<file path="config.mk">
export PLATFORM = sky130hd
export DESIGN_NAME = cid_front
export DESIGN_NICKNAME = d
export VERILOG_FILES = /design/src/rtl/core/cid_pkg.sv /design/src/rtl/core/cid_front.sv
export SDC_FILE = /design/constraint.sdc
export NUM_CORES = 1
export LEC_CHECK = 0
export ABC_AREA = 1
export ABC_CLOCK_PERIOD_IN_PS = 4800
export BUFFER_PORTS_ARGS = -buffer_cell sky130_fd_sc_hd__clkbuf_2
export CORE_ASPECT_RATIO = 1.1
export CORE_MARGIN = 2
export CORE_UTILIZATION = 54
export CTS_CLUSTER_DIAMETER = 60
export DETAILED_ROUTE_END_ITERATION = 10
export PLACE_DENSITY = 0.74
export SLEW_MARGIN = 20
export SYNTH_ARGS = -nofsm -noshare
export SYNTH_HDL_FRONTEND = slang
export SYNTH_SLANG_ARGS = --single-unit
</file>
<file path="constraint.sdc">
create_clock -name clk -period 4.8 [get_ports clk]
set_input_delay 0.48 -clock clk [delete_from_list [all_inputs] [get_ports clk]]
set_output_delay 0.48 -clock clk [all_outputs]
set_load 0.02 [all_outputs]
</file>
<file path="src/rtl/core/cid_pkg.sv">
// Shared constants and types for the CBOR item delimiter.
package cid_pkg;

	// Result status codes
	localparam logic [2:0] ST_BUSY     = 3'd0;
	localparam logic [2:0] ST_DONE     = 3'd1;
	localparam logic [2:0] ST_TRAIL    = 3'd2;
	localparam logic [2:0] ST_END      = 3'd3;
	localparam logic [2:0] ST_RESERVED = 3'd4;
	localparam logic [2:0] ST_TYPE     = 3'd5;
	localparam logic [2:0] ST_TOOLONG  = 3'd6;
	localparam logic [2:0] ST_NESTING  = 3'd7;

	// Major types
	localparam logic [2:0] MAJ_UINT = 3'd0;
	localparam logic [2:0] MAJ_BSTR = 3'd2;
	localparam logic [2:0] MAJ_TSTR = 3'd3;
	localparam logic [2:0] MAJ_ARR  = 3'd4;
	localparam logic [2:0] MAJ_MAP  = 3'd5;

	localparam logic [7:0] SIMPLE_FALSE = 8'hf4;
	localparam logic [7:0] SIMPLE_TRUE  = 8'hf5;
	localparam logic [4:0] INFO_ONE_BYTE   = 5'd24;
	localparam logic [4:0] INFO_EIGHT_BYTE = 5'd27;

	// Configuration register indexes
	localparam logic REG_MSG_LENGTH  = 1'b0;
	localparam logic REG_DEPTH_LIMIT = 1'b1;

	localparam logic [31:0] MSG_LENGTH_RST  = 32'd1;
	localparam logic [9:0]  DEPTH_LIMIT_RST = 10'd520;

	localparam int STACK_DEPTH_DEF = 1024;
	localparam int FQ_DEPTH_DEF    = 4;

	// Byte with its initial-byte classification
	typedef struct packed {
		logic [7:0] data;
		logic       simple;
		logic       bad_type;
		logic       reserved;
	} byte_cls_t;

endpackage

</file>
<file path="src/rtl/core/cid_front.sv">
// Front end: takes input beats, classifies them and queues them for the back end.
module cid_front #(
	parameter int QDEPTH = cid_pkg::FQ_DEPTH_DEF
) (
	input  logic              clk,
	input  logic              arst_n,
	input  logic              push,
	output logic              full,
	input  logic [7:0]        data_byte,
	output cid_pkg::byte_cls_t head,
	output logic              head_valid,
	input  logic              head_take
);
	localparam int AW = (QDEPTH > 1) ? $clog2(QDEPTH) : 1;
	localparam int CW = $clog2(QDEPTH + 1);

	cid_pkg::byte_cls_t q_mem [QDEPTH];
	cid_pkg::byte_cls_t cls;
	logic [AW-1:0] wr_ptr_q, rd_ptr_q;
	logic [CW-1:0] cnt_q;
	logic          wr_fire, rd_fire;
	logic [2:0]    maj;

	always_comb begin
		maj = data_byte[7:5];
		cls.data = data_byte;
		cls.simple = (data_byte == cid_pkg::SIMPLE_FALSE) || (data_byte == cid_pkg::SIMPLE_TRUE);
		cls.bad_type = !cls.simple && !((maj == cid_pkg::MAJ_UINT) || (maj == cid_pkg::MAJ_BSTR)
			|| (maj == cid_pkg::MAJ_TSTR) || (maj == cid_pkg::MAJ_ARR)
			|| (maj == cid_pkg::MAJ_MAP));
		cls.reserved = data_byte[4:0] > cid_pkg::INFO_EIGHT_BYTE;
	end

	assign full = cnt_q == CW'(QDEPTH);
	assign head_valid = cnt_q != '0;
	assign head = q_mem[rd_ptr_q];
	assign wr_fire = push && !full;
	assign rd_fire = head_take && head_valid;

	always_ff @(posedge clk) begin
		if (wr_fire) begin
			q_mem[wr_ptr_q] <= cls;
		end
	end

	always_ff @(posedge clk or negedge arst_n) begin
		if (!arst_n) begin
			wr_ptr_q <= '0;
			rd_ptr_q <= '0;
			cnt_q <= '0;
		end else begin
			if (wr_fire) begin
				wr_ptr_q <= (wr_ptr_q == AW'(QDEPTH - 1)) ? '0 : wr_ptr_q + AW'(1);
			end
			if (rd_fire) begin
				rd_ptr_q <= (rd_ptr_q == AW'(QDEPTH - 1)) ? '0 : rd_ptr_q + AW'(1);
			end
			if (wr_fire && !rd_fire) begin
				cnt_q <= cnt_q + CW'(1);
			end else if (rd_fire && !wr_fire) begin
				cnt_q <= cnt_q - CW'(1);
			end
		end
	end

endmodule

</file>
Word level (Yosys, flattened, before mapping)
Memory sizes are Yosys's and may differ from the RTL's.
Cells that the tools add are included.
Widths: inputs -> output; s select.
- bits in registers: 7
- memory bits (writable): 44
- input bits: 12
- output and inout bits: 13
- word-level logic and storage cells: 42
- memories kept: 1
- add/subtract/negate cells: 4
- magnitude comparators: 1
- eq/ne operators: 9
- muxes and demuxes: 6
- reduce and logical (&&, ||, !) cells: 18
- memory list (name ; depth ; bits a word ; read ports ; clocked after memory_dff ; write ports ; RTL line ; RTL):
    q_mem ; 4 ; 11 ; 1 ; 0 ; 1 ; cid_front.sv:17 ; cid_pkg::byte_cls_t q_mem [QDEPTH];
- operator list (operator ; count):
    $eq 8x8->1 const B ; 2
    $eq 3x3->1 const B ; 3
    $eq 3x2->1 const B ; 2
    $mux 3 ; 2
    $gt 5x5->1 const B ; 1
    $logic_and 1x1->1 ; 5
    $logic_not 1->1 ; 5
    $logic_or 1x1->1 ; 5
    $add 2x1->2 const B ; 2
    $eq 2x2->1 const B ; 2
    $mux 2 ; 2
    $add 3x1->3 const B ; 1
    $logic_not 3->1 ; 1
    $reduce_bool 3->1 ; 1
    $sub 3x1->3 const B ; 1
    $mux 1 ; 2
    $reduce_bool 2->1 ; 1

Logic depth before layout (Yosys ltp)
- depth in word-level cells: 7
- depth in mapped cells: 12
- gate-level depth less buffers: 12

Least setup slack after synthesis
OpenSTA, ideal clock, no wires.
- kind: reg-to-reg
- start: register cnt_q[0]
- end: register cnt_q[2]
- library setup time: 117 ps
- data arrival time: 1706 ps
- data required time: 4683 ps
- setup slack: 2977 ps
- cell stages (with the launch flop): 11
- buffers on the path: 0
- clock period less this slack: 1823 ps
- path through: dfrtp_1 -> inv_2 -> nand3_1 -> nand2_1 -> ha_1 -> inv_1 -> fa_1 -> nand2_1 -> nand3_1 -> nand2_1 -> nand2_1
- elaborated cells on any way between the ends: 14
- classes of those cells: 2 x add/sub; 1 x eq/ne; 2 x mux; 9 x reduce/logical
- RTL lines (element ; RTL line ; RTL):
    start: declaration ; cid_front.sv:20 ; logic [CW-1:0] cnt_q;
    start signal: assignment ; cid_front.sv:59 ; cnt_q <= cnt_q + CW'(1);
    start signal: assignment ; cid_front.sv:61 ; cnt_q <= cnt_q - CW'(1);
    $reduce_bool 3->1 (*) ; cid_front.sv:35 ; assign head_valid = cnt_q != '0;
    named net head_valid ; cid_front.sv:11 ; output logic head_valid,
    $logic_and 1x1->1 (*) ; cid_front.sv:38 ; assign rd_fire = head_take && head_valid;
    $logic_not 1->1 ; cid_front.sv:58 ; if (wr_fire && !rd_fire) begin
    $logic_and 1x1->1 ; cid_front.sv:58 ;
    $mux 3 or $reduce_bool 2->1 (tied branches) ; -- ;
Mark *: on every way through the listed nets, which the timed path passes. The rest lies on a longest branch. The select of a mux whose other input is x is not followed.
A chain may end at the register's enable or synchronous reset.

==> flow_metrics.env <==
export IMPL_outcome="complete, no violations"
export IMPL_number_of_vias_in_the_routed_layout=1369
export IMPL_number_of_warnings_issued_by_yosys=0
export IMPL_holdBufCountCts=1
export IMPL_fmax_mhz=443.0
export IMPL_clock_latency_ns=0.30
export IMPL_max_slew_margin_pct=30.53
export IMPL_setup_viol=0
export IMPL_design_portCount=25
export IMPL_drc_violations_left=0
export IMPL_post_cts_repair_setup_buffers=0
export IMPL_overflow=0
export IMPL_fp_dieH_um=72.18
export IMPL_post_cts_resized=0
export IMPL_post_synth_top_count_cell="sky130_fd_sc_hd__nand2_1"
export IMPL_grt_max_degree=48
export IMPL_clock_tree_buffer_depth=2
export IMPL_power_density_nw_per_um2=599.1
export IMPL_finalWeightedCongestion=0.7687
export IMPL_port_buffers=24
export IMPL_timing_critical_path_required_ns=4.32
export IMPL_cell_count_of_the_worst_reg_to_reg_path=4
export IMPL_final_antenna_net_count=0
export IMPL_report_power_total_w=0.001514
export IMPL_fin_hold_ws_ns=0.4091
export IMPL_seq_area_frac_synth_pct=65.57
export IMPL_ys_top_cells_by_count="sky130_fd_sc_hd__nand2_1 (50), sky130_fd_sc_hd__edfxtp_1 (44), sky130_fd_sc_hd__inv_1 (36)"
export IMPL_max_cap_viol_count=0
export IMPL_antenna_cells_inserted=0
export IMPL_count_of_cells_along_the_worst_hold_path=1
export IMPL_layout_area_overhead_vs_synth_pct=10.75
export IMPL_vias_in_the_first_global_route=1282
export IMPL_drt_pass1_iter_count=4
export IMPL_period_minus_slack_ns=2.257
export IMPL_worstPathArrival_ns=1.78
export IMPL_final_layout_size_suffix_gt1_share_pct=16.30
export IMPL_initial_utilization_pct=56.72
export IMPL_clock_tree_root_cell="sky130_fd_sc_hd__clkbuf_8"
export IMPL_initial_antenna_violation_count=0
export IMPL_routed_wire_length_mm=3.527
export IMPL_numCtsBuffers=5
export IMPL_final_critical_path_setup_slack_ns=2.543
export IMPL_place_hpwl_mm=2.389
export IMPL_synth_enable_flop_cells=44
export IMPL_synth_area_top_cells="sky130_fd_sc_hd__edfxtp_1 (58%), sky130_fd_sc_hd__nand2_1 (8.2%), sky130_fd_sc_hd__dfrtp_1 (7.7%)"
export IMPL_grt_pass1_wl_mm=5.789
export IMPL_via_per_inst=4.907
export IMPL_critPathCaptureType="output pin"
export IMPL_worst_ir_drop_vdd_v=0.0003513
export IMPL_coreArea_sq_um=4024
export IMPL_synthesis_area_sq_um=2282
export IMPL_r2r_setup_slack_ns=2.87
export IMPL_postSynthCellCount=201
export IMPL_crit_path_start_kind="register"
export IMPL_crit_fanout=14
export IMPL_final_count_of_pins_violating_max_slew=0
export IMPL_instance_area_after_placement_sq_um=2409
export IMPL_synth_flop_cell="sky130_fd_sc_hd__edfxtp_1"
export IMPL_post_route_period_util_pct=47.03
export IMPL_worst_setup_path_type="register to output pin"
export IMPL_stdcell_area_sq_um=2527
export IMPL_rsz0062_at_grt="false"
export IMPL_die_width_um=65.99
export IMPL_pre_cts_slack_ns=2.859
export IMPL_synth_top_cell_by_area="sky130_fd_sc_hd__edfxtp_1"
export IMPL_die_area_sq_um=4763
export IMPL_grt_util_all_layers_pct=16.93
export IMPL_worst_setup_hold_path_clk_slew_ns=0.08
export IMPL_cts_num_sinks=51
export IMPL_placementRows=24
export IMPL_worst_margin_slew_ns=1.038
export IMPL_synth_fp_nets=220
export IMPL_timing_hold_violations_final=0
export IMPL_fin_tns_setup_ns=0
export IMPL_maximum_level_of_the_cts_h_tree=2
export IMPL_avgRoutedWirePerCell_um=12.64
export IMPL_yosys_area_top_type_share_pct=57.89
export IMPL_tritoncts="built"
export IMPL_synth_distinct_cells=19
export IMPL_num_nets_final=246
export IMPL_detail_route_iter0_violations=69
export IMPL_synth_ff_latch_count=51
export IMPL_total_leakage_power_nw=1.097
export IMPL_finClkSkew_ns=0.006137
export IMPL_synth_async_reset_ratio_pct=13.73
export IMPL_min_path_type="primary input to register"
export IMPL_synth_avg_cell_area_sq_um=11.35
[routing by layer]
layer / share of wire [%] / vias to the layer above / track usage (%)
li1: - / 716 / -
met1: 46 / 626 / 21.10
met2: 50 / 20 / 28.06
met3: 2.2 / 7 / 3.566
met4: 2.0 / 0 / 8.617
met5: 0 / - / 0
[registers in the layout, summed over array words and instances (netlist names)]
signal    count
cnt_q         3
q_mem        44
rd_ptr_q      2
wr_ptr_q      2
[cell type report]
cell class | count | area [sq um]
flip-flops and latches | 51 | 1496
fillers | 326 | 1496
multi-input cells | 105 | 579.3
inverters | 38 | 142.6
repair buffers | 26 | 137.6
clock buffers | 5 | 68.82
well taps | 52 | 65.06
clock inverters | 2 | 37.54
[where the power goes]
group          switching, W  leakage [nW]  internal (W)  total (W)
registers         0.0000567         0.494      0.000591   0.000647
logic              0.000394         0.553      0.000191   0.000585
clock network      0.000130        0.0502      0.000152   0.000282
total              0.000580          1.10      0.000934    0.00151
[path summary, 6_finish.rpt]
kind	startpoint	endpoint
min in group asynchronous	arst_n	rd_ptr_q[1]
worst min register to register	cnt_q[2]	cnt_q[2]
worst max-delay path	rd_ptr_q[1]	head[5]
worst max register to register	cnt_q[0]	q_mem[1][7]
worst min-delay path	data_byte[0]	q_mem[1][3]
max in group asynchronous	arst_n	wr_ptr_q[0]
[cell families (layout without fill, tap and decap cells)]
group	count (synthesis)	in the layout	share of synthesized area, %
AND/OR/NAND/NOR	73	73	12.83
adder cells (fa/ha/maj)	7	7	4.167
buffers and inverters	45	71	9.156
XOR/XNOR	1	1	0.3838
AO/OA/AOI/OAI	24	24	7.894
flip-flops	51	51	65.57
[cell usage in the layout, fill, tap and decap left out, types with 2 or more instances in the layout]
master | synthesis | routed
sky130_fd_sc_hd__o211ai_1 | 21 | 21
sky130_fd_sc_hd__edfxtp_1 | 44 | 44
sky130_fd_sc_hd__nand2_1 | 50 | 50
sky130_fd_sc_hd__nor2_1 | 11 | 10
sky130_fd_sc_hd__inv_1 | 36 | 36
sky130_fd_sc_hd__inv_2 | 2 | 2
sky130_fd_sc_hd__ha_1 | 6 | 6
sky130_fd_sc_hd__clkbuf_2 | 0 | 24
sky130_fd_sc_hd__nand3_1 | 9 | 9
sky130_fd_sc_hd__dfrtp_1 | 7 | 7
sky130_fd_sc_hd__clkbuf_8 | 0 | 5
[through the flow]
stage	util, %	std cells
floorplan	-	201
global placement	59.86	271
detailed placement	59.86	271
CTS	62.75	279
global route	62.81	279
finish	62.81	279
[critical path: stages, from the launching register on]
cell and delay (ns):
sky130_fd_sc_hd__dfrtp_1 0.68, sky130_fd_sc_hd__inv_1 0.37, sky130_fd_sc_hd__o211ai_1 0.20, sky130_fd_sc_hd__nand2_1 0.07, sky130_fd_sc_hd__clkbuf_2 0.15
Note: power is estimated with default switching activity, not from simulation.
